**src/design/bounded_stack_with_search_unit_macros.svh**
```systemverilog
// Assertion macros for the bounded stack with search unit.
// Included by the datapath, which checks its own logic; no dependencies.
`ifndef BOUNDED_STACK_WITH_SEARCH_UNIT_MACROS_SVH
`define BOUNDED_STACK_WITH_SEARCH_UNIT_MACROS_SVH

// Same-cycle implication, checked out of reset.
`define BSS_ASSERT_IMP(name, clk, rst_n, ante, cons) \
    name: assert property (@(posedge clk) disable iff (!rst_n) (ante) |-> (cons)) \
        else $error("bss: same-cycle property violated");

// Next-cycle implication, checked out of reset.
`define BSS_ASSERT_NEXT(name, clk, rst_n, ante, cons) \
    name: assert property (@(posedge clk) disable iff (!rst_n) (ante) |=> (cons)) \
        else $error("bss: next-cycle property violated");

`endif

```
**src/design/bss_pkg.sv**
```systemverilog
// Shared types, codes and sizes of the bounded stack with search unit.
// No dependencies; used by the controller, the datapath and the top level.
package bss_pkg;

    localparam int DEPTH = 8;
    localparam int IDX_W = $clog2(DEPTH);
    localparam int CNT_W = $clog2(DEPTH + 1);

    // operation codes
    localparam logic [2:0] OP_PUSH    = 3'd0;
    localparam logic [2:0] OP_POP     = 3'd1;
    localparam logic [2:0] OP_SEARCH  = 3'd2;
    localparam logic [2:0] OP_REPLACE = 3'd3;
    localparam logic [2:0] OP_DISPLAY = 3'd4;
    localparam logic [2:0] OP_SORT    = 3'd5;

    // result status codes
    localparam logic [1:0] ST_OK        = 2'd0;
    localparam logic [1:0] ST_OVERFLOW  = 2'd1;
    localparam logic [1:0] ST_EMPTY     = 2'd2;
    localparam logic [1:0] ST_NOT_FOUND = 2'd3;

    // which result the datapath loads into the output register
    typedef enum logic [3:0] {
        RES_FULL,
        RES_EMPTY,
        RES_PUSH,
        RES_POP,
        RES_MATCH,
        RES_NOT_FOUND,
        RES_REPLACE,
        RES_DISPLAY,
        RES_SORT
    } res_kind_t;

    typedef struct packed {
        logic      load_req;
        logic      count_inc;
        logic      count_dec;
        logic      mem_we;
        logic      wr_top;
        logic      mem_re;
        logic      rd_top;
        logic      idx_clr;
        logic      idx_inc;
        logic      match_clr;
        logic      match_inc;
        logic      pend_clr;
        logic      pend_set;
        logic      best_clr;
        logic      best_upd;
        logic      prev_clr;
        logic      prev_take;
        logic      k_clr;
        logic      k_inc;
        logic      emit;
        res_kind_t kind;
        logic      last;
    } dp_cmd_t;

    typedef struct packed {
        logic count_zero;
        logic count_full;
        logic idx_last;
        logic k_last;
        logic hit;
        logic pend_valid;
        logic out_busy;
    } dp_stat_t;

    // mask a count or position to the 4-bit result fields
    function automatic logic [3:0] to_nib(input logic [CNT_W-1:0] v);
        logic [CNT_W+3:0] wide;
        wide = {4'b0000, v};
        return wide[3:0];
    endfunction

endpackage

```
**src/design/bss_ctrl.sv**
```systemverilog
// Sequencer of the bounded stack with search unit.
// Depends on bss_pkg; drives the datapath by dp_cmd_t and reads dp_stat_t.
module bss_ctrl (
    input  logic              clk,
    input  logic              rst_n,
    input  logic              in_valid,
    input  logic [2:0]        operation,
    output logic              in_stall,
    input  bss_pkg::dp_stat_t stat,
    output bss_pkg::dp_cmd_t  cmd
);
    import bss_pkg::*;

    typedef enum logic [3:0] {
        S_IDLE,
        S_START,
        S_ERR,
        S_PUSH_OUT,
        S_POP_OUT,
        S_SCAN_RD,
        S_SCAN_EV,
        S_SEARCH_END,
        S_REPL_OUT,
        S_SORT_RD,
        S_SORT_EV,
        S_SORT_OUT
    } state_t;

    state_t     state_reg;
    state_t     state_next;
    logic [2:0] op_reg;
    logic [2:0] op_next;

    assign in_stall = (state_reg != S_IDLE);

    always_comb
    begin
        state_next = state_reg;
        op_next    = op_reg;
        cmd        = '0;
        cmd.kind   = RES_FULL;
        case (state_reg)
            S_IDLE:
            begin
                // drop unknown codes without leaving idle
                if (in_valid && (operation <= OP_SORT))
                begin
                    op_next      = operation;
                    cmd.load_req = 1'b1;
                    state_next   = S_START;
                end
            end
            S_START:
            begin
                if (op_reg == OP_PUSH)
                begin
                    if (stat.count_full)
                        state_next = S_ERR;
                    else
                    begin
                        cmd.mem_we    = 1'b1;
                        cmd.wr_top    = 1'b1;
                        cmd.count_inc = 1'b1;
                        state_next    = S_PUSH_OUT;
                    end
                end
                else if (stat.count_zero)
                    state_next = S_ERR;
                else if (op_reg == OP_POP)
                begin
                    cmd.mem_re    = 1'b1;
                    cmd.rd_top    = 1'b1;
                    cmd.count_dec = 1'b1;
                    state_next    = S_POP_OUT;
                end
                else if (op_reg == OP_SORT)
                begin
                    cmd.idx_clr  = 1'b1;
                    cmd.best_clr = 1'b1;
                    cmd.prev_clr = 1'b1;
                    cmd.k_clr    = 1'b1;
                    state_next   = S_SORT_RD;
                end
                else
                begin
                    cmd.idx_clr   = 1'b1;
                    cmd.match_clr = 1'b1;
                    cmd.pend_clr  = 1'b1;
                    state_next    = S_SCAN_RD;
                end
            end
            S_ERR:
            begin
                if (!stat.out_busy)
                begin
                    cmd.emit   = 1'b1;
                    cmd.kind   = (op_reg == OP_PUSH) ? RES_FULL : RES_EMPTY;
                    state_next = S_IDLE;
                end
            end
            S_PUSH_OUT:
            begin
                if (!stat.out_busy)
                begin
                    cmd.emit   = 1'b1;
                    cmd.kind   = RES_PUSH;
                    state_next = S_IDLE;
                end
            end
            S_POP_OUT:
            begin
                if (!stat.out_busy)
                begin
                    cmd.emit   = 1'b1;
                    cmd.kind   = RES_POP;
                    state_next = S_IDLE;
                end
            end
            S_SCAN_RD:
            begin
                cmd.mem_re = 1'b1;
                state_next = S_SCAN_EV;
            end
            S_SCAN_EV:
            begin
                case (op_reg)
                    OP_SEARCH:
                    begin
                        // hold while a pending match cannot be flushed
                        if (!(stat.hit && stat.pend_valid && stat.out_busy))
                        begin
                            if (stat.hit)
                            begin
                                cmd.pend_set = 1'b1;
                                if (stat.pend_valid)
                                begin
                                    cmd.emit = 1'b1;
                                    cmd.kind = RES_MATCH;
                                    cmd.last = 1'b0;
                                end
                            end
                            if (stat.idx_last)
                                state_next = S_SEARCH_END;
                            else
                            begin
                                cmd.idx_inc = 1'b1;
                                state_next  = S_SCAN_RD;
                            end
                        end
                    end
                    OP_REPLACE:
                    begin
                        if (stat.hit)
                        begin
                            cmd.mem_we    = 1'b1;
                            cmd.match_inc = 1'b1;
                        end
                        if (stat.idx_last)
                            state_next = S_REPL_OUT;
                        else
                        begin
                            cmd.idx_inc = 1'b1;
                            state_next  = S_SCAN_RD;
                        end
                    end
                    default:
                    begin
                        if (!stat.out_busy)
                        begin
                            cmd.emit = 1'b1;
                            cmd.kind = RES_DISPLAY;
                            if (stat.idx_last)
                                state_next = S_IDLE;
                            else
                            begin
                                cmd.idx_inc = 1'b1;
                                state_next  = S_SCAN_RD;
                            end
                        end
                    end
                endcase
            end
            S_SEARCH_END:
            begin
                if (!stat.out_busy)
                begin
                    cmd.emit   = 1'b1;
                    cmd.kind   = stat.pend_valid ? RES_MATCH : RES_NOT_FOUND;
                    cmd.last   = 1'b1;
                    state_next = S_IDLE;
                end
            end
            S_REPL_OUT:
            begin
                if (!stat.out_busy)
                begin
                    cmd.emit   = 1'b1;
                    cmd.kind   = RES_REPLACE;
                    state_next = S_IDLE;
                end
            end
            S_SORT_RD:
            begin
                cmd.mem_re = 1'b1;
                state_next = S_SORT_EV;
            end
            S_SORT_EV:
            begin
                cmd.best_upd = 1'b1;
                if (stat.idx_last)
                    state_next = S_SORT_OUT;
                else
                begin
                    cmd.idx_inc = 1'b1;
                    state_next  = S_SORT_RD;
                end
            end
            S_SORT_OUT:
            begin
                if (!stat.out_busy)
                begin
                    cmd.emit      = 1'b1;
                    cmd.kind      = RES_SORT;
                    cmd.prev_take = 1'b1;
                    cmd.best_clr  = 1'b1;
                    cmd.idx_clr   = 1'b1;
                    if (stat.k_last)
                        state_next = S_IDLE;
                    else
                    begin
                        cmd.k_inc  = 1'b1;
                        state_next = S_SORT_RD;
                    end
                end
            end
            default:
            begin
                state_next = S_IDLE;
            end
        endcase
    end

    always_ff @(posedge clk or negedge rst_n)
    begin
        if (!rst_n)
        begin
            state_reg <= S_IDLE;
            op_reg    <= OP_PUSH;
        end
        else
        begin
            state_reg <= state_next;
            op_reg    <= op_next;
        end
    end

endmodule

```
**src/design/bss_datapath.sv**
```systemverilog
// Storage, scan counters, sort selection and output register of the stack unit.
// Depends on bss_pkg and the assertion macros header; driven by bss_ctrl.
`include "bounded_stack_with_search_unit_macros.svh"

module bss_datapath (
    input  logic               clk,
    input  logic               rst_n,
    input  logic signed [31:0] value,
    input  logic signed [31:0] new_value,
    input  logic               out_stall,
    input  bss_pkg::dp_cmd_t   cmd,
    output bss_pkg::dp_stat_t  stat,
    output logic               out_valid,
    output logic [1:0]         status,
    output logic signed [31:0] data,
    output logic [3:0]         position,
    output logic [3:0]         matches_res,
    output logic [3:0]         count,
    output logic               last
);
    import bss_pkg::*;

    logic signed [31:0] mem [DEPTH];
    logic signed [31:0] rdata_reg;
    logic signed [31:0] val_reg;
    logic signed [31:0] nval_reg;
    logic [CNT_W-1:0]   count_reg;
    logic [IDX_W-1:0]   idx_reg;
    logic [IDX_W-1:0]   k_reg;
    logic [CNT_W-1:0]   match_reg;
    logic               pend_valid_reg;
    logic [CNT_W-1:0]   pend_pos_reg;
    logic               best_valid_reg;
    logic signed [31:0] best_val_reg;
    logic [IDX_W-1:0]   best_idx_reg;
    logic               prev_valid_reg;
    logic signed [31:0] prev_val_reg;
    logic [IDX_W-1:0]   prev_idx_reg;

    logic               out_valid_reg;
    logic [1:0]         status_reg;
    logic signed [31:0] data_reg;
    logic [3:0]         position_reg;
    logic [3:0]         matches_reg;
    logic [3:0]         count_out_reg;
    logic               last_reg;

    logic [CNT_W-1:0]   cnt_m1;
    logic [CNT_W-1:0]   idx_pos;
    logic [CNT_W-1:0]   k_pos;
    logic [IDX_W-1:0]   wr_addr;
    logic [IDX_W-1:0]   rd_addr;
    logic signed [31:0] wr_data;
    logic               above_prev;
    logic               below_best;

    logic [1:0]         res_status;
    logic signed [31:0] res_data;
    logic [CNT_W-1:0]   res_pos;
    logic [CNT_W-1:0]   res_match;
    logic               res_last;

    assign cnt_m1  = count_reg - CNT_W'(1);
    assign idx_pos = CNT_W'(idx_reg) + CNT_W'(1);
    assign k_pos   = CNT_W'(k_reg) + CNT_W'(1);

    assign wr_addr = cmd.wr_top ? count_reg[IDX_W-1:0] : idx_reg;
    assign wr_data = cmd.wr_top ? val_reg : nval_reg;
    assign rd_addr = cmd.rd_top ? cnt_m1[IDX_W-1:0] : idx_reg;

    assign stat.count_zero = (count_reg == {CNT_W{1'b0}});
    assign stat.count_full = (count_reg == CNT_W'(DEPTH));
    assign stat.idx_last   = (idx_pos == count_reg);
    assign stat.k_last     = (k_pos == count_reg);
    assign stat.hit        = (rdata_reg == val_reg);
    assign stat.pend_valid = pend_valid_reg;
    assign stat.out_busy   = out_valid_reg && out_stall;

    // next sorted element: smallest (value, index) above the last one emitted
    assign above_prev = !prev_valid_reg || (rdata_reg > prev_val_reg) ||
                        ((rdata_reg == prev_val_reg) && (idx_reg > prev_idx_reg));
    assign below_best = !best_valid_reg || (rdata_reg < best_val_reg);

    always_ff @(posedge clk)
    begin
        if (cmd.mem_we)
            mem[wr_addr] <= wr_data;
        if (cmd.mem_re)
            rdata_reg <= mem[rd_addr];
    end

    always_ff @(posedge clk)
    begin
        if (cmd.load_req)
        begin
            val_reg  <= value;
            nval_reg <= new_value;
        end
        if (cmd.pend_set)
            pend_pos_reg <= idx_pos;
        if (cmd.best_upd && above_prev && below_best)
        begin
            best_val_reg <= rdata_reg;
            best_idx_reg <= idx_reg;
        end
        if (cmd.prev_take)
        begin
            prev_val_reg <= best_val_reg;
            prev_idx_reg <= best_idx_reg;
        end
    end

    always_ff @(posedge clk or negedge rst_n)
    begin
        if (!rst_n)
        begin
            count_reg      <= '0;
            idx_reg        <= '0;
            k_reg          <= '0;
            match_reg      <= '0;
            pend_valid_reg <= 1'b0;
            best_valid_reg <= 1'b0;
            prev_valid_reg <= 1'b0;
        end
        else
        begin
            if (cmd.count_inc)
                count_reg <= count_reg + CNT_W'(1);
            else if (cmd.count_dec)
                count_reg <= cnt_m1;

            if (cmd.idx_clr)
                idx_reg <= '0;
            else if (cmd.idx_inc)
                idx_reg <= idx_reg + IDX_W'(1);

            if (cmd.k_clr)
                k_reg <= '0;
            else if (cmd.k_inc)
                k_reg <= k_reg + IDX_W'(1);

            if (cmd.match_clr)
                match_reg <= '0;
            else if (cmd.match_inc)
                match_reg <= match_reg + CNT_W'(1);

            if (cmd.pend_clr)
                pend_valid_reg <= 1'b0;
            else if (cmd.pend_set)
                pend_valid_reg <= 1'b1;

            if (cmd.best_clr)
                best_valid_reg <= 1'b0;
            else if (cmd.best_upd && above_prev && below_best)
                best_valid_reg <= 1'b1;

            if (cmd.prev_clr)
                prev_valid_reg <= 1'b0;
            else if (cmd.prev_take)
                prev_valid_reg <= 1'b1;
        end
    end

    always_comb
    begin
        res_status = ST_OK;
        res_data   = '0;
        res_pos    = '0;
        res_match  = '0;
        res_last   = 1'b1;
        case (cmd.kind)
            RES_FULL:
                res_status = ST_OVERFLOW;
            RES_EMPTY:
                res_status = ST_EMPTY;
            RES_PUSH:
            begin
                res_data = val_reg;
                res_pos  = count_reg;
            end
            RES_POP:
            begin
                res_data = rdata_reg;
                res_pos  = count_reg + CNT_W'(1);
            end
            RES_MATCH:
            begin
                res_data = val_reg;
                res_pos  = pend_pos_reg;
                res_last = cmd.last;
            end
            RES_NOT_FOUND:
                res_status = ST_NOT_FOUND;
            RES_REPLACE:
            begin
                res_status = (match_reg == {CNT_W{1'b0}}) ? ST_NOT_FOUND : ST_OK;
                res_match  = match_reg;
            end
            RES_DISPLAY:
            begin
                res_data = rdata_reg;
                res_pos  = idx_pos;
                res_last = stat.idx_last;
            end
            RES_SORT:
            begin
                res_data = best_val_reg;
                res_last = stat.k_last;
            end
            default:
                res_status = ST_OK;
        endcase
    end

    always_ff @(posedge clk or negedge rst_n)
    begin
        if (!rst_n)
            out_valid_reg <= 1'b0;
        else if (cmd.emit)
            out_valid_reg <= 1'b1;
        else if (!out_stall)
            out_valid_reg <= 1'b0;
    end

    always_ff @(posedge clk)
    begin
        if (cmd.emit)
        begin
            status_reg    <= res_status;
            data_reg      <= res_data;
            position_reg  <= to_nib(res_pos);
            matches_reg   <= to_nib(res_match);
            count_out_reg <= to_nib(count_reg);
            last_reg      <= res_last;
        end
    end

    assign out_valid   = out_valid_reg;
    assign status      = status_reg;
    assign data        = data_reg;
    assign position    = position_reg;
    assign matches_res = matches_reg;
    assign count       = count_out_reg;
    assign last        = last_reg;

    `BSS_ASSERT_IMP(a_count_bound, clk, rst_n, 1'b1, count_reg <= CNT_W'(DEPTH))
    `BSS_ASSERT_IMP(a_emit_free, clk, rst_n, cmd.emit, !(out_valid_reg && out_stall))
    `BSS_ASSERT_IMP(a_push_room, clk, rst_n, cmd.mem_we && cmd.wr_top, !stat.count_full)
    `BSS_ASSERT_IMP(a_pop_nonempty, clk, rst_n, cmd.count_dec, !stat.count_zero)
    `BSS_ASSERT_NEXT(a_emit_shows, clk, rst_n, cmd.emit, out_valid_reg)

endmodule

```
**src/design/bounded_stack_with_search_unit.sv**
```systemverilog
// Top level of the bounded LIFO stack with search, replace, display and sorted readout.
// Depends on bss_pkg, bss_ctrl and bss_datapath.
//
//   channel  direction  handshake             payload
//   in       request    in_valid / in_stall   operation, value, new_value
//   out      result     out_valid / out_stall status, data, position, matches_res,
//                                             count, last
//
// One request at a time. Push and pop go through accept, execute and emit.
// Search, replace and display walk the stack through the single read port of the entry
// memory, with a read state and an evaluate state for each entry; search and replace
// close with a final result after the walk. Sorted readout runs a min-selection pass
// over all n entries per result; this scan through the memory port sets its pace.
// Reset clears the entry count and all control state; the entry memory is not swept.
// A stalled output register holds the sequencer wherever the next result is due;
// in_stall is low only while the sequencer is idle.
module bounded_stack_with_search_unit (
    input  logic               clk,
    input  logic               rst_n,
    input  logic               in_valid,
    output logic               in_stall,
    input  logic [2:0]         operation,
    input  logic signed [31:0] value,
    input  logic signed [31:0] new_value,
    output logic               out_valid,
    input  logic               out_stall,
    output logic [1:0]         status,
    output logic signed [31:0] data,
    output logic [3:0]         position,
    output logic [3:0]         matches_res,
    output logic [3:0]         count,
    output logic               last
);
    import bss_pkg::*;

    // command and status bundles between sequencer and datapath
    dp_cmd_t  cmd;
    dp_stat_t stat;

    // sequencer: decode the request, walk the entries, pace the results
    bss_ctrl u_ctrl (
        .clk       (clk),
        .rst_n     (rst_n),
        .in_valid  (in_valid),
        .operation (operation),
        .in_stall  (in_stall),
        .stat      (stat),
        .cmd       (cmd)
    );

    // datapath: entry memory, count, scan and sort registers, result register
    bss_datapath u_datapath (
        .clk         (clk),
        .rst_n       (rst_n),
        .value       (value),
        .new_value   (new_value),
        .out_stall   (out_stall),
        .cmd         (cmd),
        .stat        (stat),
        .out_valid   (out_valid),
        .status      (status),
        .data        (data),
        .position    (position),
        .matches_res (matches_res),
        .count       (count),
        .last        (last)
    );

endmodule

```
**config.mk**
```make
export PLATFORM = sky130hd
export DESIGN_NAME = bounded_stack_with_search_unit
export DESIGN_NICKNAME = d
export VERILOG_FILES = /design/src/design/bss_pkg.sv /design/src/design/bss_ctrl.sv /design/src/design/bss_datapath.sv /design/src/design/bounded_stack_with_search_unit.sv
export VERILOG_INCLUDE_DIRS = /design/src /design/src/design
export SDC_FILE = /design/constraint.sdc
export NUM_CORES = 1
export LEC_CHECK = 0
export BUFFER_PORTS_ARGS = -buffer_cell sky130_fd_sc_hd__buf_2
export CORE_AREA = 4 4 194 196
export CTS_CLUSTER_SIZE = 40
export DETAILED_ROUTE_END_ITERATION = 8
export DIE_AREA = 0 0 198 200
export GPL_ROUTABILITY_DRIVEN = 0
export PLACE_DENSITY = 0.78
export SYNTH_ARGS = -nofsm -noshare
export SYNTH_HDL_FRONTEND = slang
export SYNTH_HIERARCHICAL = 1
export SYNTH_SLANG_ARGS = --single-unit
```
**constraint.sdc**
```tcl
create_clock -name clk -period 9.4 [get_ports clk]
set_input_delay 1.41 -clock clk [delete_from_list [all_inputs] [get_ports clk]]
set_output_delay 1.41 -clock clk [all_outputs]
set_load 0.005 [all_outputs]
```
## After elaboration in Yosys (flattened, before gate mapping)

Memory sizes are Yosys's and may differ from the RTL's. A register that Yosys moved wholly into a read port is not among the register bits.
Cells that the tools add are included.

- Bits in registers: 210
- Bits in latches: 0
- Memory bits (writable): 256
- Memory bits (read-only): 0
- Word-level logic and storage cells: 205
- Memories: 1

Memory list:

| memory | words | width | rd ports | clocked after Yosys merged registers in | write ports | line | source |
|---|---|---|---|---|---|---|---|
| u_datapath.mem | 8 | 32 | 1 | 1 | 1 | bss_datapath.sv:23 | `logic signed [31:0] mem [DEPTH];` |

- Add/subtract/negate cells: 7
- Multiply operators: 0
- Div/mod/pow operators: 0
- Order comparisons: 4
- Eq/ne operators: 34
- Shift operators: 0
- Mux-type cells: 105
- Bitwise operators: 0
- Reductions and logical operators: 31

Operators with widths:

| cell | count |
|---|---|
| 32-bit case mux with 3 select lines | 1 |
| 32-bit equality test | 2 |
| 4-bit 2-to-1 mux | 15 |
| 1-bit 2-to-1 mux | 48 |
| 5-bit case mux with 7 select lines | 1 |
| 4-bit by 3-bit equality test with 1-bit output (second input constant) | 8 |
| 32-bit greater-than comparator | 1 |
| 32-bit less-than comparator | 1 |
| 32-bit 2-to-1 mux | 1 |
| 4-bit case mux with 8 select lines | 1 |
| 6-bit 2-to-1 mux | 5 |
| 3-bit 2-to-1 mux | 9 |
| 5-bit 2-to-1 mux | 5 |
| 4-bit equality test (second input constant) | 6 |
| 4-bit by 2-bit equality test with 1-bit output (second input constant) | 4 |
| 4-bit zero test | 4 |
| 4-bit case mux with 4 select lines | 1 |
| 2-bit 2-to-1 mux | 7 |
| 1-bit case mux with 2 select lines | 7 |
| 2-bit nonzero test | 7 |
| 5-bit case mux with 2 select lines | 1 |
| 3-bit by 1-bit adder with 4-bit output (second input constant) | 2 |
| 4-bit by 1-bit adder with 4-bit output (second input constant) | 2 |
| 4-bit by 1-bit equality test with 1-bit output (second input constant) | 2 |
| 24 further kinds | 40 |

## Longest topological paths before layout

Gate-level depths: netlist (run 1).

- Word-level depth: 9
- Gate-level depth with buffers: 15
- Mapped depth without buffers: 13

## Modules after synthesis

Netlist (run 1), hierarchy kept.

Modules (own cells, without submodules):

| module | times used | cells each | area each (um2) | seq. area each (um2) |
|---|---|---|---|---|
| bss_datapath | 1 | 1,159 | 20,428.3 | 14,654.1 |
| bss_ctrl | 1 | 121 | 933.4 | 175.2 |

## Least setup slack after synthesis (run 1)

Ideal clock, no wire load.

- Path kind: reg2reg
- From: reg u_datapath.rdata_reg[14], read port of u_datapath.mem
- To: reg u_datapath.best_idx_reg[0] (enable)
- Library setup time: 0.478 ns
- Arrival time: 4.360 ns
- Data required time: 8.922 ns
- Setup slack: 4.562 ns
- Stages on the path, launching flop included: 9
- Path through: edfxtp_1 ha_1 nand4_1 nor4_1 a21boi_1 or4_1 a211o_1 o2111ai_1 nor3b_1

- Longest elaborated chain between the ends: 5
- Elaborated cells on any way between the ends: 9
- Those cells by class: 2 x order compare; 1 x eq/ne; 6 x reduce/logical

RTL lines:

| item | line | source |
|---|---|---|
| from (decl) | bss_datapath.sv:24 | `logic signed [31:0] rdata_reg;` |
| 32-bit greater-than comparator or 32-bit equality test (tied branches) | bss_datapath.sv:80, bss_datapath.sv:81 |  |
| 1-bit logical OR or 1-bit logical AND (tied branches) | bss_datapath.sv:80, bss_datapath.sv:81 |  |
| 1-bit logical OR | bss_datapath.sv:80 | `assign above_prev = !prev_valid_reg \|\| (rdata_reg > prev_val_reg) \|\|` |
| 1-bit logical AND | bss_datapath.sv:101 | `if (cmd.best_upd && above_prev && below_best)` |
| 1-bit logical AND (*) | bss_datapath.sv:101 |  |
| to (signal assigned) | bss_datapath.sv:104 | `best_idx_reg <= idx_reg;` |
| to (decl) | bss_datapath.sv:35 | `logic [IDX_W-1:0] best_idx_reg;` |

Every way passes the cells marked *; elsewhere a longest branch is shown, timed or not.
A chain may end at the register's enable or synchronous reset.

==> reports/summary.txt, run 1 <==
Normalized max-slew margin - 0.3402
Pre-CTS setup slack - 4440 ps
FFs w/ async S/R, synth - 0.05020
Reg clk slew, reported paths - 60 ps
H-tree Lvls - 2
Hold Path Class - flop to flop
Hold_buf cts - 0
Die W - 198 microns
Avg Cell Area, Syn - 16.69 sq um
Resize count post-CTS - 0
IO buf count - 119
Final wirelength - 46.06 mm
Final worst path period share - 0.5335
Worst Setup End Kind - flop
Startpoint types - flop
Status - finished clean
Final antenna-violating net count - 0
Crit Path Category - flop to flop
Crit-path leading delay family - multiplexers
Clock Skew - 18.00 ps
HPWL after detailed placement - 29.19 mm
Post-CTS Setup Bufs - 0
First-pass GRT wire length - 70.71 mm
Yosys warns - 6
Synthesized instance count - 1280
DRT iter0 DRCs - 1299
CTS Buf Count - 48
Main synth FF type - edfxtp_1
Setup TNS - 0 ps
Leak - 8.596 nW
Antenna cells - 0
Die height - 200 microns
Netlist cell types - 73
Final worst slack - 4385 ps
Initial Util - 0.5920
CP arrival - 5310 ps
Synth Register Bits - 498
Final Power - 4.191 mW
Total track usage - 0.2354
CP Cell Sequence - inv_1, ha_1, nor3b_1, nor3_2, nand2_1, nor2_1, mux2i_4, buf_4, mux4_2, mux2_2
Seq/Total Area, Yosys - 0.6942
Final setup viols - 0
Final Critical Period - 5015 ps
Number of buffers and inverters on the critical path - 2
Syn Nets - 1423
Fmax - 199.4 MHz
Final Max Tran Viols - 0
Max FFs per register - 256
Final hold vios - 0
RSZ-0062 raised after global routing - no
# rows - 70
Clock root buffer - clkbuf_16
DRC errors left - 0
Fillers - 2435
Worst-path fanout max - 46
Vias - 11910
Clock buffer depth - 3
Max incr delay on CP - 880 ps
Peak VDD IR - 0.0001537 V
Most flops, register - u_datapath/mem
Placeable Area - 0.03608 sq mm
Maxcap violations - 0
Area grow syn2layout - 12.36%
Syn Std Cell Area - 0.02136 sq mm
CTS tree - yes
Worst-Skew Late Latency - 560 ps
Vias per cell - 6.195
Drt first pass iters - 8
Total grt overflow - 0
Sink Count - 498
Vias in the first global route - 11820
Worst EP required - 9700 ps
EDFF count, synth - 473
Die area - 0.03960 sq mm
Initial antenna violation count - 1
Power Density - 174.6 mW/mm^2
Largest net degree at the start of global routing - 65
IO Count - 120
Slew @ Worst Pin - 980.6 ps
Final #Nets - 1562
Slowest CP cell - mux2i_4
Share of cells above drive strength 1 - 0.2531
WL/cell - 23.96 microns
-- kinds of logic after synthesis --
group	after synthesis	synth area share
AOI/OAI and AO/OA	140	0.04885
xor gates and xnor gates	58	0.02378
adders and majority gates	72	0.04217
buffers and inverters	174	0.03526
DFF	498	0.6942
muxes	139	0.1068
and+or+nand+nor	199	0.04891
-- layout make-up --
type / count / area [sq um] / area share
clock inverter: 25 / 166.4 / 0.006933
inverter: 119 / 446.7 / 0.01861
timing repair buffer: 144 / 783.3 / 0.03263
tap: 468 / 585.6 / 0.02440
sequential: 498 / 14830 / 0.6178
clock buffer: 60 / 1267 / 0.05281
multi-input combinational: 608 / 5923 / 0.2468
-- per-layer routing --
metal	track usage	part of all wire	vias to the layer above	routed length (microns)
met5	0	0	-	0
met3	0.04364	0.083	70	3822
met2	0.3856	0.49	578	22490
met4	0.06172	0.021	0	965
li1	-	-	5251	-
met1	0.3338	0.41	6008	18780
-- path summary, 6_finish.rpt --
path                                                 start                    endpoint  slack [ps]  cells past startpoint
worst max-delay path               u_datapath/count_reg[1]     u_datapath/rdata_reg[4]        4380                     10
max in group asynchronous                            rst_n     u_datapath/match_reg[0]        8120                      1
min in group asynchronous                            rst_n         u_ctrl/state_reg[0]         870                      1
worst max register to register     u_datapath/count_reg[1]     u_datapath/rdata_reg[4]        4380                     10
worst min register to register  u_datapath/best_idx_reg[2]  u_datapath/prev_idx_reg[2]         420                      0
worst min-delay path            u_datapath/best_idx_reg[2]  u_datapath/prev_idx_reg[2]         420                      0
-- cell usage after synthesis (all sizes together) (5+ instances only) --
cell type / n / area, sq um
a21oi: 33 / 165.2
a222oi: 32 / 320.3
a31oi: 7 / 43.79
and2: 5 / 31.28
and3: 5 / 36.28
buf: 32 / 220.2
clkbuf: 23 / 86.33
dfrtp: 25 / 625.6
edfxtp: 473 / 14200
ha: 72 / 900.9
inv: 119 / 446.7
mux2: 69 / 780.7
mux2i: 6 / 60.06
mux4: 64 / 1441
nand2: 44 / 165.2
nand2b: 6 / 37.54
nand3: 19 / 95.09
nand4: 14 / 87.58
nor2: 48 / 180.2
nor2b: 11 / 68.82
nor3: 9 / 50.05
nor3b: 6 / 45.04
nor4: 16 / 121.4
o211ai: 5 / 37.54
o21ai: 18 / 90.08
xnor2: 16 / 140.1
xor2: 42 / 367.9
-- report_power, final --
| part | switching, mW | internal, mW | total [mW] |
|---|---|---|---|
| registers | 0.0000000000000000137 | 2.40 | 2.40 |
| logic | 0.00615 | 0.0100 | 0.0162 |
| clock network | 0.774 | 1.01 | 1.78 |
-- through the flow --
stage | instance area (sq um) | cells | utilization | hold WS [ps]
after CTS | 24000 | 1922 | 0.6652 | 417.1
after floorplan | 21360 | 1280 | - | 400.3
final | 24000 | 1922 | 0.6652 | 420.2
after global routing | 24000 | 1922 | 0.6652 | 425.0
after global placement | 22570 | 1837 | 0.6254 | 401.7
after detailed placement | 22570 | 1837 | 0.6254 | 404.5
-- cell usage in the layout, fill, tap and decap left out, drive strengths merged, types with 5 or more instances in the layout --
cell type / Yosys / final
a31oi: 7 / 7
mux2i: 6 / 6
xnor2: 16 / 16
buf: 32 / 144
a222oi: 32 / 32
xor2: 42 / 42
nand3: 19 / 19
ha: 72 / 72
and2: 5 / 5
nand4: 14 / 14
nand2: 44 / 44
edfxtp: 473 / 473
inv: 119 / 120
dfrtp: 25 / 25
and3: 5 / 5
nor2b: 11 / 11
nor3b: 6 / 6
nor3: 9 / 9
mux4: 64 / 64
clkinv: 0 / 20
o211ai: 5 / 5
mux2: 69 / 69
o21ai: 18 / 18
clkbuf: 23 / 60
nand2b: 6 / 6
a21oi: 33 / 33
nor4: 16 / 16
nor2: 48 / 48
Power figures use the tool's default switching activity.
==> run 2, diff against run 1 <==
--- a/config.mk
+++ b/config.mk
@@ -6,11 +6,12 @@
 export SDC_FILE = /design/constraint.sdc
 export NUM_CORES = 1
 export LEC_CHECK = 0
+export ABC_AREA = 1
 export BUFFER_PORTS_ARGS = -buffer_cell sky130_fd_sc_hd__buf_2
-export CORE_AREA = 4 4 194 196
+export CORE_AREA = 4 4 196 198
 export CTS_CLUSTER_SIZE = 40
 export DETAILED_ROUTE_END_ITERATION = 8
-export DIE_AREA = 0 0 198 200
+export DIE_AREA = 0 0 200 202
 export GPL_ROUTABILITY_DRIVEN = 0
 export PLACE_DENSITY = 0.78
 export SYNTH_ARGS = -nofsm -noshare
==> constraint.sdc (replaced) <==
create_clock -name clk -period 5.2 [get_ports clk]
set_input_delay 0.78 -clock clk [delete_from_list [all_inputs] [get_ports clk]]
set_output_delay 0.78 -clock clk [all_outputs]
set_load 0.005 [all_outputs]
==> run 2 against run 1 <==
Compared with the run above: hold slack worse by 220 ps; clock skew rose by 7.7 ps; synthesized area up 1.8%; routed wire length increased by 12%; synthesized cell count up 39%; largest cell class unchanged; setup slack got worse by 3400 ps; core utilization increased by 0.42 points; design area increased by 1.9%; count of clock-buffer cells in the layout is 3 lower; largest power group unchanged; first-iteration DRC count rose by 56%.
==> reports/summary.txt, run 2 <==
Post-CTS Setup Bufs - 0 (unchanged)
# rows - 70 (unchanged)
Largest family of logic cells by synthesized area - simple AND/OR/NAND/NOR gates
Syn Std Cell Area - 0.02175 sq mm (+1.8%)
Total grt overflow - 0 (unchanged)
Most flops, register - u_datapath/mem
WL/cell - 21.49 microns (-10%)
CP Cell Sequence - xor2_1, nor4_1, nand4_1, nor2_1, inv_1, nor3_1, or2_2, nand2_1, nor2_4
Final Max Tran Viols - 0 (unchanged)
Peak VDD IR - 0.0003277 V (+110%)
Final wirelength - 51.59 mm (+12%)
Yosys top cell by area - edfxtp_1
CTS Buf Count - 49 (+2.1%)
Power Density - 574.4 mW/mm^2 (+230%)
Post-synthesis compound-gate area fraction - 0.08737 (+0.03852)
Most frequent cell after synthesis - edfxtp_1
Final Power - 14.04 mW (+240%)
Final antenna-violating net count - 0 (unchanged)
Vias per cell - 5.943 (-4.1%)
Largest net degree at the start of global routing - 66 (+1.5%)
EDFF count, synth - 473 (unchanged)
Die area - 0.04040 sq mm (+2.0%)
Sink Count - 498 (unchanged)
Synthesized instance count - 1775 (+39%)
Final #Nets - 2036 (+30%)
Final Critical Period - 4247 ps (-768.3 ps)
DRT iter0 DRCs - 2020 (+56%)
H-tree Lvls - 2 (unchanged)
First-pass GRT wire length - 78.40 mm (+11%)
Post-Synth XOR/XNOR Area - 0.01691 (-0.006870)
Die W - 200 microns (+1.0%)
Setup TNS - 0 ps (unchanged)
Clock Skew - 25.66 ps (+7.658 ps)
Final worst slack - 953.2 ps (-3432 ps)
CP arrival - 4440 ps (-870 ps)
Normalized max-slew margin - 0.3131 (-0.02710)
Worst-path fanout max - 32 (-30%)
IO buf count - 119 (unchanged)
Antenna cells - 0 (unchanged)
Clock root buffer - clkbuf_16
Drt first pass iters - 8 (unchanged)
Seq/Total Area, Yosys - 0.6817 (-0.01250)
Share of cells above drive strength 1 - 0.1480 (-0.1051)
Fmax - 235.5 MHz (+18%)
Commonest non-fill, non-tap cells in the layout - edfxtp_1, nor2_1, nand2_1
Crit Path Category - flop to flop
Top cell type's share of synthesized area - 0.6529 (-0.01197)
Worst EP required - 5390 ps (-4310 ps)
Post-Synth Adder-Cell Area - 0.04141 (-0.0007592)
Hold Path Class - primary input to asynchronous set/reset pin
Reg clk slew, reported paths - 60 ps (about the same)
Main synth FF type - edfxtp_1
Utilization after layout - 0.6694 (+0.004220)
Maxcap violations - 0 (unchanged)
Final hold vios - 0 (unchanged)
Avg Cell Area, Syn - 12.26 sq um (-27%)
Max FFs per register - 256 (unchanged)
Synth Register Bits - 498 (unchanged)
Initial Util - 0.5956 (+0.003625)
Worst-Skew Late Latency - 590 ps (+30 ps)
Die height - 202 microns (+1.0%)
Startpoint types - flop
Mux share of post-synthesis cell area - 0.01294 (-0.09389)
Yosys warns - 6 (unchanged)
Slew @ Worst Pin - 1021 ps (+40.27 ps)
Final setup viols - 0 (unchanged)
WHS - 199.7 ps (-220.5 ps)
IO Count - 120 (unchanged)
Syn Nets - 1918 (+35%)
Leak - 9.055 nW (+5.3%)
Status - finished clean
Vias in the first global route - 13770 (+16%)
Total track usage - 0.2529 (+0.01757)
FFs w/ async S/R, synth - 0.05020 (unchanged)
Area grow syn2layout - 12.38% (about the same)
Post-synthesis simple-gate area fraction - 0.1116 (+0.06268)
DRC errors left - 0 (unchanged)
Synth top area cells - edfxtp_1, nor2_1, ha_1, nand2_1, dfrtp_1
CTS tree - yes
RSZ-0062 raised after global routing - no
Max incr delay on CP - 880 ps (about the same)
Clock buffer depth - 3 (unchanged)
Slowest CP cell - nor2_4
Vias - 14270 (+20%)
Initial antenna violation count - 0 (-1)
Netlist cell types - 45 (-38%)
HPWL after detailed placement - 34.98 mm (+20%)
Most common cell after layout, fill and taps aside - edfxtp_1
Placeable Area - 0.03652 sq mm (+1.2%)
Pre-CTS setup slack - 1068 ps (-3371 ps)
Hold_buf cts - 0 (unchanged)
Resize count post-CTS - 0 (unchanged)
Final worst path period share - 0.8167 (+0.2832)
Worst Setup End Kind - flop
Commonest cells post-synth - edfxtp_1, nor2_1, nand2_1
==> run 2: final cells by class <==
cell class	count	area, sq um
Sequential cell	498	14830
Tap cell	468	585.6
Clock buffer	57	1276
Clock inverter	34	464.2
Inverter	153	579.3
Timing Repair Buffer	134	720.7
Fill cell	2484	12080
Multi-Input combinational cell	1057	5992
==> run 2: path summary, 6_finish.rpt <==
kind	startpoint	to	slack, ps	cells after the start
max	u_datapath/rdata_reg[5]	u_datapath/mem[3][0]	950	9
min	rst_n	u_datapath/prev_valid_reg	200	1
max reg2reg	u_datapath/rdata_reg[5]	u_datapath/mem[3][0]	950	9
min reg2reg	u_datapath/best_idx_reg[2]	u_datapath/prev_idx_reg[2]	420	0
max in group asynchronous	rst_n	u_datapath/count_reg[3]	4600	1
min in group clk	new_value[4]	u_datapath/nval_reg[4]	360	1
==> run 2: critical path: cells and delay by family, from the launching register on <==
family	cells	cell delay [ps]
xor+xnor	1	220
buf+inv	1	100
flops	1	520
simple gates	7	2980
==> run 2: power breakdown <==
part           internal (mW)  leakage, nW  switching [mW]
registers               5.45         4.62           0.433
logic                   1.28         3.60            3.08
clock network           2.31        0.839            1.49
total                   9.03         9.06            5.01
==> run 2: kinds of logic (layout without fill, tap and decap cells) <==
| kind of cell | Yosys count | after routing |
|---|---|---|
| buffers and inverters | 220 | 378 |
| XOR/XNOR | 42 | 42 |
| AO/OA/AOI/OAI | 330 | 330 |
| flip-flops | 498 | 498 |
| AND/OR/NAND/NOR | 588 | 588 |
| adder cells (fa/ha/maj) | 72 | 72 |
| multiplexers | 25 | 25 |
==> run 2: stage by stage <==
stage	cells	area (sq um)
final	2401	24450
after floorplan	1775	21750
after global routing	2401	24450
after global placement	2310	22710
after CTS	2401	24450
after detailed placement	2310	22710
==> run 2: metal layers <==
| layer | share of wire | routed length, microns | up-vias | track usage |
|---|---|---|---|---|
| met5 | 0 | 0 | - | 0 |
| met4 | 0.033 | 1684 | 0 | 0.08491 |
| met3 | 0.091 | 4698 | 104 | 0.04167 |
| met2 | 0.45 | 23400 | 763 | 0.3755 |
| met1 | 0.42 | 21810 | 6859 | 0.3852 |
| li1 | - | - | 6542 | - |
==> run 3, diff against run 2 <==
--- a/config.mk
+++ b/config.mk
@@ -6,12 +6,12 @@
 export SDC_FILE = /design/constraint.sdc
 export NUM_CORES = 1
 export LEC_CHECK = 0
-export ABC_AREA = 1
+export ABC_AREA = 0
 export BUFFER_PORTS_ARGS = -buffer_cell sky130_fd_sc_hd__buf_2
-export CORE_AREA = 4 4 196 198
+export CORE_AREA = 4 4 194 196
 export CTS_CLUSTER_SIZE = 40
 export DETAILED_ROUTE_END_ITERATION = 8
-export DIE_AREA = 0 0 200 202
+export DIE_AREA = 0 0 198 200
 export GPL_ROUTABILITY_DRIVEN = 0
 export PLACE_DENSITY = 0.78
 export SYNTH_ARGS = -nofsm -noshare
==> constraint.sdc (replaced) <==
create_clock -name clk -period 4.18 [get_ports clk]
set_input_delay 0.627 -clock clk [delete_from_list [all_inputs] [get_ports clk]]
set_output_delay 0.627 -clock clk [all_outputs]
set_load 0.005 [all_outputs]
==> run 3 against run 2 <==
Compared with the run above: the run now ends with design-rule violations left; clock power increased by 11%; cell count decreased by 19%; first-iteration DRC count decreased by 32%; largest cell class unchanged; core utilization increased by 0.64 points; via count decreased by 15%; setup slack got worse by 760 ps; sequential share of layout area increased by 0.15 points; design area decreased by 0.25%; routed wire length decreased by 5.3%; critical path depth increased by 6; critical path type unchanged; fmax increased by 6.4%.
==> reports/summary.txt, run 3 (synthesized netlist as in run 1, its figures left out) <==
Status - complete, but fails checks
Failing checks - design-rule violations
HPWL after detailed placement - 32.37 mm (-7.5%)
Final Max Tran Viols - 0 (unchanged)
Total grt overflow - 0 (unchanged)
Normalized max-slew margin - 0.2262 (-0.08696)
Clock Skew - 13.60 ps (-12.06 ps)
Clock buffer depth - 3 (unchanged)
Initial Util - 0.5920 (-0.003625)
Area grow syn2layout - 14.16%
Die W - 198 microns (-1.0%)
Number of buffers and inverters on the critical path - 5 (+4)
Dpl cell area - 0.02279 sq mm (+0.39%)
Share of cells above drive strength 1 - 0.2686 (+0.1206)
Vias per cell - 6.189 (+4.1%)
Crit-path leading delay family - simple AND/OR/NAND/NOR gates
IO Count - 120 (unchanged)
# rows - 70 (unchanged)
Slowest CP cell - nor4_1
Clock root buffer - clkbuf_16
Drt first pass iters - 9 (+1)
Reg clk slew, reported paths - 60 ps (about the same)
H-tree Lvls - 2 (unchanged)
Startpoint types - flop
Worst EP required - 4470 ps (-920 ps)
Cell area after layout - 0.02439 sq mm (-0.25%)
Max incr delay on CP - 560 ps (-320 ps)
Final wirelength - 48.87 mm (-5.3%)
Final setup viols - 0 (unchanged)
Met3 WL - 4.508 mm (-4.0%)
Worst-Skew Late Latency - 570 ps (-20 ps)
Largest net degree at the start of global routing - 45 (-32%)
Most flops, register - u_datapath/mem
Sink Count - 498 (unchanged)
Maxcap violations - 0 (unchanged)
Most common cell after layout, fill and taps aside - edfxtp_1
Power Density - 395.8 mW/mm^2 (-31%)
Final worst path period share - 0.9545 (+0.1378)
Worst-path fanout max - 32 (unchanged)
Most used cell, CP - buf_4
Hold Path Class - primary input to asynchronous set/reset pin
WL/cell - 25.06 microns (+17%)
IO buf count - 119 (unchanged)
Die area - 0.03960 sq mm (-2.0%)
First-pass GRT wire length - 74.49 mm (-5.0%)
Highest Signal Layer - met4
Peak VDD IR - 0.0003753 V (+15%)
Antenna cells - 0 (unchanged)
Fillers - 2383 (-4.1%)
Fmax - 250.6 MHz (+6.4%)
Final antenna-violating net count - 0 (unchanged)
CP Cell Sequence - xor2_1, nor4_1, nand4_1, nor2_1, buf_4, nand3b_1, nand2_1, o211ai_1, a21oi_1, buf_4, inv_1, and3_1, buf_4, a222oi_1, inv_1
CTS tree - yes
DRC errors left - 4 (+4)
CP arrival - 4280 ps (-160 ps)
Max FFs per register - 256 (unchanged)
Crit Path Category - flop to flop
Routed met2 length - 23.39 mm (about the same)
Die height - 200 microns (-0.99%)
Total track usage - 0.2503 (-0.002670)
Final hold vios - 0 (unchanged)
Initial antenna violation count - 0 (unchanged)
RSZ-0062 raised after global routing - no
Placeable Area - 0.03608 sq mm (-1.2%)
Vias - 12070 (-15%)
Leak - 8.803 nW (-2.8%)
Worst Setup End Kind - flop
WHS - 71.20 ps (-128.5 ps)
M1 WL - 19.27 mm (-12%)
Final Critical Period - 3990 ps (-256.9 ps)
Slew @ Worst Pin - 1154 ps (+132.9 ps)
Final #Nets - 1587 (-22%)
CTS Buf Count - 49 (unchanged)
Final Power - 9.652 mW (-31%)
Commonest non-fill, non-tap cells in the layout - edfxtp_1, buf_2, inv_1
DRT iter0 DRCs - 1378 (-32%)
Vias in the first global route - 12260 (-11%)
## run 3: worst paths after layout
path                                         endpoint  slack [ps]  depth (start not counted)                  startpoint
max                               u_datapath/data[25]         190                         15    u_datapath/rdata_reg[26]
min                              u_datapath/out_valid          70                          1                       rst_n
max reg2reg                       u_datapath/data[25]         190                         15    u_datapath/rdata_reg[26]
min reg2reg                u_datapath/prev_idx_reg[1]         410                          0  u_datapath/best_idx_reg[1]
max in group asynchronous   u_datapath/best_valid_reg        3710                          1                       rst_n
min in group clk               u_datapath/nval_reg[8]         230                          1                new_value[8]
## run 3: worst register-to-register path: cells and delay by family (launching register included)
family	cells	cell delay, ps
and+or+nand+nor	6	1470
buffers and inverters	5	790
AOI/OAI and AO/OA	3	710
DFF	1	500
xor gates and xnor gates	1	250
## run 3: routing by layer
layer / vias up / global-route usage
met5: - / 0
li1: 5303 / -
met1: 6049 / 0.3503
met4: 0 / 0.09334
met3: 97 / 0.05539
met2: 619 / 0.3943
## run 3: stage by stage
step                      setup slack (ps)  setup TNS (ps)  cells    util
after floorplan                      100.1               0   1280       -
after global placement              -95.91           -1246   1858  0.6317
after detailed placement            -169.0           -2624   1858  0.6317
after CTS                            94.00               0   1947  0.6747
after global routing                 77.59               0   1950  0.6758
final                                190.1               0   1950  0.6758
## run 3: what timing repair did
action	4_1_cts	5_1_grt
hold buffers	0	0
gates resized for setup	1	1
endpoints found under the setup margin	23	23
pin swaps	0	1
buffers inserted	0	3
cloned	0	0
## run 3: area by class of cell
type | instances | area (sq um) | share of cell area
flip-flops and latches | 498 | 14830 | 0.6081
multi-input cells | 608 | 5942 | 0.2437
clock buffers | 72 | 1406 | 0.05767
repair buffers | 168 | 1039 | 0.04259
well taps | 468 | 585.6 | 0.02401
inverters | 119 | 446.7 | 0.01832
clock inverters | 17 | 137.6 | 0.005644
## run 3: power breakdown
group	switching, mW	total (mW)	internal, mW
sequential	0.0000000000000000254	5.39	5.39
combinational	0.0156	0.0382	0.0227
clock	1.77	4.22	2.45
total	1.79	9.65	7.86
